## src/rtl/core/fpwd_pkg.sv

```systemverilog
// Shared widths, constants, register codes and helpers for the feeder position controller.
package fpwd_pkg;

    localparam int POS_W     = 32;
    localparam int SPD_W     = 16;
    localparam int GAIN_W    = 32;
    localparam int ILIM_W    = 13;
    localparam int TMO_W     = 16;
    localparam int CNT_W     = 16;
    localparam int DRV_W     = 14;
    localparam int INTEG_W   = 40;
    localparam int FRAC_BITS = 24;
    localparam int PROD_W    = 64;
    localparam int ACC_W     = 53;
    localparam int CFG_IDX_W = 3;
    localparam int DATA_IN_W = 48;
    localparam int DATA_OUT_W = 16;

    // Product magnitude ceiling and output clamp, both in Q.24
    localparam logic [PROD_W-1:0] PROD_SAT = 64'd1 << 50;
    localparam logic [ACC_W-1:0]  OUT_LIM  = ACC_W'(64'd6000 << FRAC_BITS);
    localparam logic [ACC_W-1:0]  ROUND_ADJ = ACC_W'((64'd1 << FRAC_BITS) - 64'd1);

    // Register reset values
    localparam logic [GAIN_W-1:0] PROP_GAIN_RST     = 32'd2013266;
    localparam logic [GAIN_W-1:0] INTEGRAL_GAIN_RST = 32'd8389;
    localparam logic [GAIN_W-1:0] DERIV_GAIN_RST    = 32'd8388608;
    localparam logic [ILIM_W-1:0] INTEGRAL_LIM_RST  = 13'd100;
    localparam logic [TMO_W-1:0]  TIMEOUT_LIM_RST   = 16'd10;

    typedef enum logic [CFG_IDX_W-1:0] {
        REG_PROP_GAIN     = 3'd0,
        REG_INTEGRAL_GAIN = 3'd1,
        REG_DERIV_GAIN    = 3'd2,
        REG_INTEGRAL_LIM  = 3'd3,
        REG_TIMEOUT_LIM   = 3'd4
    } cfg_reg_t;

    // What the front end hands to the arithmetic pipeline for one tick
    typedef struct packed {
        logic              fault;
        logic              hold;      // boost or capture: clear integral, no command
        logic              err_neg;
        logic [POS_W-1:0]  err_mag;
        logic              spd_neg;
        logic [SPD_W-1:0]  spd_mag;
    } front_t;

    // Saturate an unsigned product magnitude and apply its sign
    function automatic logic signed [ACC_W-1:0] sat_term(input logic [PROD_W-1:0] mag,
                                                         input logic neg);
        logic [ACC_W-1:0] m;
        if (mag > PROD_SAT) begin
            m = ACC_W'(PROD_SAT);
        end else begin
            m = mag[ACC_W-1:0];
        end
        return neg ? $signed(-m) : $signed(m);
    endfunction

    // Symmetric clamp to +-lim
    function automatic logic signed [ACC_W-1:0] clamp_sym(input logic signed [ACC_W-1:0] v,
                                                          input logic [ACC_W-1:0] lim);
        logic signed [ACC_W-1:0] hi;
        logic signed [ACC_W-1:0] lo;
        hi = $signed(lim);
        lo = $signed(-lim);
        if (v > hi) begin
            return hi;
        end else if (v < lo) begin
            return lo;
        end
        return v;
    endfunction

endpackage

```

## src/rtl/core/fpwd_front.sv

```systemverilog
// Sample holding, missed-sample watchdog, setpoint capture and error stage.
module fpwd_front (
    input  logic                              aclk,
    input  logic                              aresetn,
    input  logic                              accept,
    input  logic                              advance,
    input  logic                              sample_valid,
    input  logic signed [fpwd_pkg::POS_W-1:0] position,
    input  logic signed [fpwd_pkg::SPD_W-1:0] speed,
    input  logic                              boost,
    input  logic                              capture,
    input  logic [fpwd_pkg::TMO_W-1:0]        timeout_limit,
    output fpwd_pkg::front_t                  front_q
);

    logic signed [fpwd_pkg::POS_W-1:0] setpoint_reg, setpoint_next;
    logic signed [fpwd_pkg::POS_W-1:0] held_pos_reg, held_pos_next;
    logic signed [fpwd_pkg::SPD_W-1:0] held_spd_reg, held_spd_next;
    logic [fpwd_pkg::CNT_W-1:0]        missed_reg, missed_next;
    fpwd_pkg::front_t                  front_reg, front_next;

    logic [fpwd_pkg::CNT_W:0]          cnt_inc;
    logic                              fault;
    logic signed [fpwd_pkg::POS_W:0]   err;
    logic [fpwd_pkg::POS_W:0]          err_abs;
    logic [fpwd_pkg::SPD_W:0]          spd_abs;

    // Watchdog and held state for the word being taken
    always_comb begin
        held_pos_next = sample_valid ? position : held_pos_reg;
        held_spd_next = sample_valid ? speed : held_spd_reg;
        cnt_inc       = {1'b0, missed_reg} + (fpwd_pkg::CNT_W+1)'(1);
        fault         = !sample_valid && (cnt_inc > {1'b0, timeout_limit});
        if (sample_valid || fault) begin
            missed_next = fpwd_pkg::CNT_W'(1);
        end else begin
            missed_next = cnt_inc[fpwd_pkg::CNT_W-1:0];
        end
        setpoint_next = capture ? held_pos_next : setpoint_reg;
    end

    // Error and speed as sign and magnitude for the unsigned multipliers
    always_comb begin
        err     = {setpoint_next[fpwd_pkg::POS_W-1], setpoint_next}
                - {held_pos_next[fpwd_pkg::POS_W-1], held_pos_next};
        err_abs = err[fpwd_pkg::POS_W] ? $unsigned(-err) : $unsigned(err);
        spd_abs = held_spd_next[fpwd_pkg::SPD_W-1]
                ? $unsigned(-{held_spd_next[fpwd_pkg::SPD_W-1], held_spd_next})
                : $unsigned({1'b0, held_spd_next});
        front_next.fault   = fault;
        front_next.hold    = boost || capture;
        front_next.err_neg = err[fpwd_pkg::POS_W];
        front_next.err_mag = err_abs[fpwd_pkg::POS_W-1:0];
        front_next.spd_neg = held_spd_next[fpwd_pkg::SPD_W-1];
        front_next.spd_mag = spd_abs[fpwd_pkg::SPD_W-1:0];
    end

    // Update controller state on every accepted word
    always_ff @(posedge aclk) begin
        if (!aresetn) begin
            setpoint_reg <= '0;
            held_pos_reg <= '0;
            held_spd_reg <= '0;
            missed_reg   <= '0;
        end else if (accept) begin
            setpoint_reg <= setpoint_next;
            held_pos_reg <= held_pos_next;
            held_spd_reg <= held_spd_next;
            missed_reg   <= missed_next;
        end
    end

    // Stage register toward the multipliers
    always_ff @(posedge aclk) begin
        if (advance) begin
            front_reg <= front_next;
        end
    end

    assign front_q = front_reg;

endmodule

```

## config.mk

```make
export PLATFORM = sky130hd
export DESIGN_NAME = fpwd_front
export DESIGN_NICKNAME = d
export VERILOG_FILES = /design/src/rtl/core/fpwd_pkg.sv /design/src/rtl/core/fpwd_front.sv
export SDC_FILE = /design/constraint.sdc
export NUM_CORES = 1
export LEC_CHECK = 0
export ABC_AREA = 1
export BUFFER_PORTS_ARGS = -buffer_cell sky130_fd_sc_hd__buf_2
export CELL_PAD_IN_SITES_DETAIL_PLACEMENT = 1
export CELL_PAD_IN_SITES_GLOBAL_PLACEMENT = 2
export CORE_AREA = 3 3 183 185
export CTS_CLUSTER_SIZE = 16
export DETAILED_ROUTE_END_ITERATION = 12
export DIE_AREA = 0 0 186 188
export PLACE_DENSITY = 0.79
export SLEW_MARGIN = 20
export SYNTH_ARGS = -nofsm -noshare
export SYNTH_HDL_FRONTEND = slang
export SYNTH_SLANG_ARGS = --single-unit
```

## constraint.sdc

```tcl
create_clock -name aclk -period 4.93 [get_ports aclk]
set_input_delay 0.493 -clock aclk [delete_from_list [all_inputs] [get_ports aclk]]
set_output_delay 0.493 -clock aclk [all_outputs]
set_load 0.005 [all_outputs]
```

# Word level (Yosys, flattened, before mapping)
# Index checks and enable logic that the tools add are counted.
# Widths: inputs -> output; s select.
[word_totals]
output_inout_bits = 52
in_bits = 71
rom_bits = 0
wordCells = 26
ramBits = 0
latch_bits = 0
memories = 0
register_bits = 148
[classes]
bitwise = 0
n_div = 0
n_reduce_logical = 4
muxes = 6
eq_ne = 0
shifts = 0
magnitude_cmp = 1
mul = 0
addsub = 4
[ops]
columns = ["op", "n"]
rows = [
  ["$mux 32", 3],
  ["$sub 32x32->33", 1],
  ["$mux 16", 2],
  ["$neg 32->32", 1],
  ["$add 16x1->17 const B", 1],
  ["$gt 17x16->1", 1],
  ["$neg 16->16", 1],
  ["$mux 15", 1],
  ["$logic_or 1x1->1", 2],
  ["$logic_and 1x1->1", 1],
  ["$logic_not 1->1", 1],
]

# Depth between registers and ports, before layout
[depth]
word_depth = 5
ltp_mapped = 29
mapped_depth_nobuf = 25

# Worst setup path after synthesis
# No wires, ideal clock.
[synth_path]
kind = "input -> register"
start = "in sample_valid"
end = "reg front_reg (netlist bit front_q[38]) (data pin)"
t_required_ns = 4.676
setup_time_ns = 0.254
n_path_buf = 4
arrival_ns = 3.577
path_slack_ns = 1.099
stages = 25
path_cell_list = "buf_2 > buf_2 > buf_2 > buf_2 > nand2_1 > o21ai_0 > mux2i_1 > ha_1 > fa_1 > inv_1 > nand2_1 > nand2_1 > nand3_1 > nand2_2 > xnor2_1 > nand2_1 > inv_1 > nand2_1 > nor2_2 > nand2_2 > nor2_4 > nand2_1 > nand2_1 > xor2_1 > inv_1"
[synth_via]
elab_chain_len = 5
[synth_lines]
columns = ["element", "line", "source"]
rows = [
  ["from (decl)", "fpwd_front.sv:7", "input logic sample_valid,"],
  ["$mux 32 (*)", "fpwd_front.sv:30", "held_pos_next = sample_valid ? position : held_pos_reg;"],
  ["net held_pos_next, one bit", "fpwd_front.sv:17", "logic signed [fpwd_pkg::POS_W-1:0] held_pos_reg, held_pos_next;"],
  ["$mux 32", "fpwd_front.sv:39", "setpoint_next = capture ? held_pos_next : setpoint_reg;"],
  ["$sub 32x32->33 (*)", "fpwd_front.sv:45", "- {held_pos_next[fpwd_pkg::POS_W-1], held_pos_next};"],
  ["$neg 32->32", "fpwd_front.sv:46", "err_abs = err[fpwd_pkg::POS_W] ? $unsigned(-err) : $unsigned(err);"],
  ["$mux 32 (*)", "fpwd_front.sv:46", ""],
  ["net err_abs, one bit", "fpwd_front.sv:25", "logic [fpwd_pkg::POS_W:0] err_abs;"],
  ["to (signal assigned)", "fpwd_front.sv:76", "front_reg <= front_next;"],
  ["to (decl)", "fpwd_front.sv:20", "fpwd_pkg::front_t front_reg, front_next;"],
]
# The timed path passes the listed nets; every way through them passes the cells marked *.
# A chain may end at the register's enable or synchronous reset.

# Final worst setup path
[layout_path]
start = "in sample_valid"
end = "reg front_reg (netlist bit front_q[48]) (data pin)"
[layout_via]
elab_chain_len = 5
[layout_lines]
columns = ["element", "line", "source"]
rows = [
  ["$mux 32 (*)", "fpwd_front.sv:30", ""],
  ["$mux 32 (*)", "fpwd_front.sv:39", ""],
  ["net setpoint_next, one bit", "fpwd_front.sv:16", "logic signed [fpwd_pkg::POS_W-1:0] setpoint_reg, setpoint_next;"],
  ["$sub 32x32->33 (*)", "fpwd_front.sv:45", ""],
  ["$neg 32->32", "fpwd_front.sv:46", ""],
  ["$mux 32 (*)", "fpwd_front.sv:46", ""],
  ["net err_abs, one bit", "fpwd_front.sv:25", ""],
]
# Marked as above.

==> out/summary.txt <==
Post-synthesis xor/xnor area fraction: 5.38%
Unrepaired setup endpoints after global routing: no
Area of the die: 0.0350 sq mm
Total Neg Setup Slack: 0 ns
Clock tree root buffer cell: clkbuf_16
Post-DRT Antenna Nets: 0
Critical R2R Launch: missed_reg[0]
Cts hold-fix bufs: 0
Critical Path Start: sample_valid
Worst Reg-to-Reg Cells: 18
Crit-path max FO: 21
Area growth, synth to finish: 15.5%
Crit end category: register
Flop2flop setup slack: 1.17 ns
IO Pins: 123
# nets final: 1793
Adder-cell share of the synthesized area: 6.24%
Highest achievable clock rate: 238 MHz
Routed vias/inst: 4.75
Worst-margin pin slew: 0.881 ns
Min cycle time layout: 4.20 ns
EDFF count, synth: 52
Mux cell area share after synthesis: 2.94%
Worst path bufs/invs: 4
Hold Vio Cnt, Final: 0
Yosys Warn Count: 0
Post-Synthesis Cell Area: 0.0105 sq mm
Async SR Flop Fraction: 0%
Dpl hpwl: 25400 um
Max FFs per register: 52
Synth Area in Compound Gates: 12.2%
CP cell instances: buf_2 -> buf_4 -> mux2i_1 -> nand2_1 -> o21ai_0 -> inv_1 -> ha_1 -> nand2_1 -> nor2_1 -> inv_1 -> nor2_1 -> nand3b_1 -> nand4_1 -> nand2_1 -> nor2_1 -> nand2_1 -> nor2_1 -> nand3_1 -> nand2_1 -> nand2_1 -> nand2_1 -> nand2_1
DRT Pass-1 Iters: 4
Max-slew headroom: 40.8%
Sequential element share of the synthesized area: 33.0%
Highest-delay cell along the critical path: buf_2
Power, Total: 4.37 mW
Share of cells above drive strength 1: 13.3%
Skew final: 0.00887 ns
Mean post-synth cell area: 6.77 sq um
Worst setup SP type: primary input
Total CTS buffers: 17
Status: finished clean
Initial Util: 32.8%
Cell count after synthesis: 1558
Routed WL per cell: 15.3 um
Simple-gate share of the synthesized area: 27.1%
GRT Total Usage: 18.5%
Count of cell types in the netlist: 40
FP Rows: 66
Max incr delay on CP: 0.52 ns
Critical path class: primary input to register
Hold Path Class: primary input to register
Postcts setup bufs: 0
Post_cts resized: 0
Largest family of logic cells by synthesized area: simple AND/OR/NAND/NOR gates
Clock slew at reported path FFs: 0.06 ns
Most frequent cells in the layout: nand2_1, inv_1, buf_2
Worst Slack Setup Final: 0.732 ns
Chip width: 186 um
Gr ovfl total: 0
DRC errors left: 0
# clock sinks: 148
Peak VDD IR: 249 uV
Vias in the first global route: 10000
Pre-CTS worst setup slack: 0.263 ns
Max-cap violations: 0
Commonest non-fill, non-tap cell in the layout: nand2_1
Worst EP required: 5.12 ns
H-tree depth: 4
PD cells: 358 mW/mm^2
Synthesis-stage register bit count: 148
CTS tree: built
Ant. Diodes: 0
Total number of vias: 9938
Post-Syn Nets: 1681
Setup violators final: 0
Final Cycle Share: 85.2%
Core ar.: 0.0322 sq mm
Initial DRC count: 479
CP arrival: 4.39 ns
Pleak: 6.41 nW
Most Frequent Cell on Critical Path: nand2_1
Levels on crit path: 22
Die height: 188 um
Initial antenna violation count: 0
CP endpoint: front_q[48]
Number of buffers added on ports: 122
Main synth FF type: dfxtp_1
FILL cells: 4165
Clk_lat worst skew: 0.44 ns
Routed Wire Length: 31900 um
Final Max Tran Viols: 0
Delay-heaviest family, CP: simple AND/OR/NAND/NOR gates
First-pass GRT wire length: 52000 um
Gpl congestion: 0.866
Largest net degree at the start of global routing: 74
Reg2Reg Capture Point: missed_reg[1]
Clock Tree Buf Depth: 2
==> worst register-to-register path, stage by stage (launching register included) <==
cell,delay (ns)
dfxtp_1,0.47
ha_1,0.23
nand3_1,0.16
nor3b_2,0.26
nand3_1,0.13
nor3_2,0.19
nand3_1,0.16
xor2_1,0.17
inv_1,0.08
ha_1,0.34
nand2_1,0.09
nor2_1,0.05
a211oi_1,0.25
nor2_1,0.09
nor2_1,0.11
nand3_1,0.08
nand2_1,0.48
nand4_1,0.16
a21oi_1,0.16
==> routing by layer <==
metal	track usage [%]	share of wire (%)	up-vias
met1	27.0	53	4661
li1	-	-	5159
met3	2.58	2.2	16
met4	3.92	0.77	0
met5	0	0	-
met2	29.1	44	102
==> how the worst min path moves through the flow <==
stage	start	end	slack, ns	cells past startpoint
5_1_grt	boost	front_q[50]	0.31	2
3_3_place_gp	held_pos_reg[17]	held_pos_reg[17]	0.46	2
2_1_floorplan	held_pos_reg[10]	held_pos_reg[10]	0.45	2
3_5_place_dp	held_pos_reg[4]	held_pos_reg[4]	0.47	2
6_report	boost	front_q[50]	0.33	2
4_1_cts	boost	front_q[50]	0.31	2
==> where the power goes <==
part	internal (mW)	total, mW	switching, mW	leakage, nW
Sequential	1.48	1.53	0.0447	1.31
Combinational	0.540	1.57	1.03	4.83
Clock	0.692	1.27	0.574	0.273
==> through the flow <==
stage               hold slack, ns  instances  cell area, sq um  utilization, %
floorplan                    0.449       1558             10500               -
global placement             0.459       2059             11600            36.1
detailed placement           0.466       2059             11600            36.1
CTS                          0.307       2091             12200            37.8
global route                 0.312       2091             12200            37.8
finish                       0.327       2091             12200            37.8
==> cells in the mapped netlist, types with 6 or more instances <==
library cell / number / area [sq um]
nand4_1: 37 / 231
o21ai_0: 106 / 531
and2_1: 6 / 37.5
o211ai_1: 34 / 255
buf_2: 9 / 45.0
nor2_2: 7 / 43.8
mux2i_1: 31 / 310
a21oi_1: 86 / 430
buf_1: 10 / 37.5
nand2_2: 15 / 93.8
inv_1: 303 / 1140
or2_2: 6 / 37.5
edfxtp_1: 52 / 1560
ha_1: 51 / 638
nand2_1: 415 / 1560
xor2_1: 48 / 420
nand3_1: 54 / 270
nor3_1: 9 / 45.0
inv_2: 7 / 26.3
xnor2_1: 15 / 131
dfxtp_1: 96 / 1920
clkbuf_1: 30 / 113
nor2_1: 97 / 364
==> cells by family (layout without fill, tap and decap cells) <==
kind of cell / Yosys count / after routing
flip-flops: 148 / 148
XOR/XNOR: 64 / 64
multiplexers: 31 / 31
adder cells (fa/ha/maj): 52 / 52
buffers and inverters: 361 / 486
AO/OA/AOI/OAI: 236 / 236
AND/OR/NAND/NOR: 666 / 666
==> layout make-up <==
cell class,instances,area (sq um),share of cell area [%]
inverters,310,1160,9.55
multi-input cells,1049,5690,46.7
clock buffers,19,464,3.81
clock inverters,13,95.1,0.780
well taps,408,510,4.19
repair buffers,144,781,6.41
flip-flops and latches,148,3480,28.6
Power figures use the tool's default switching activity.
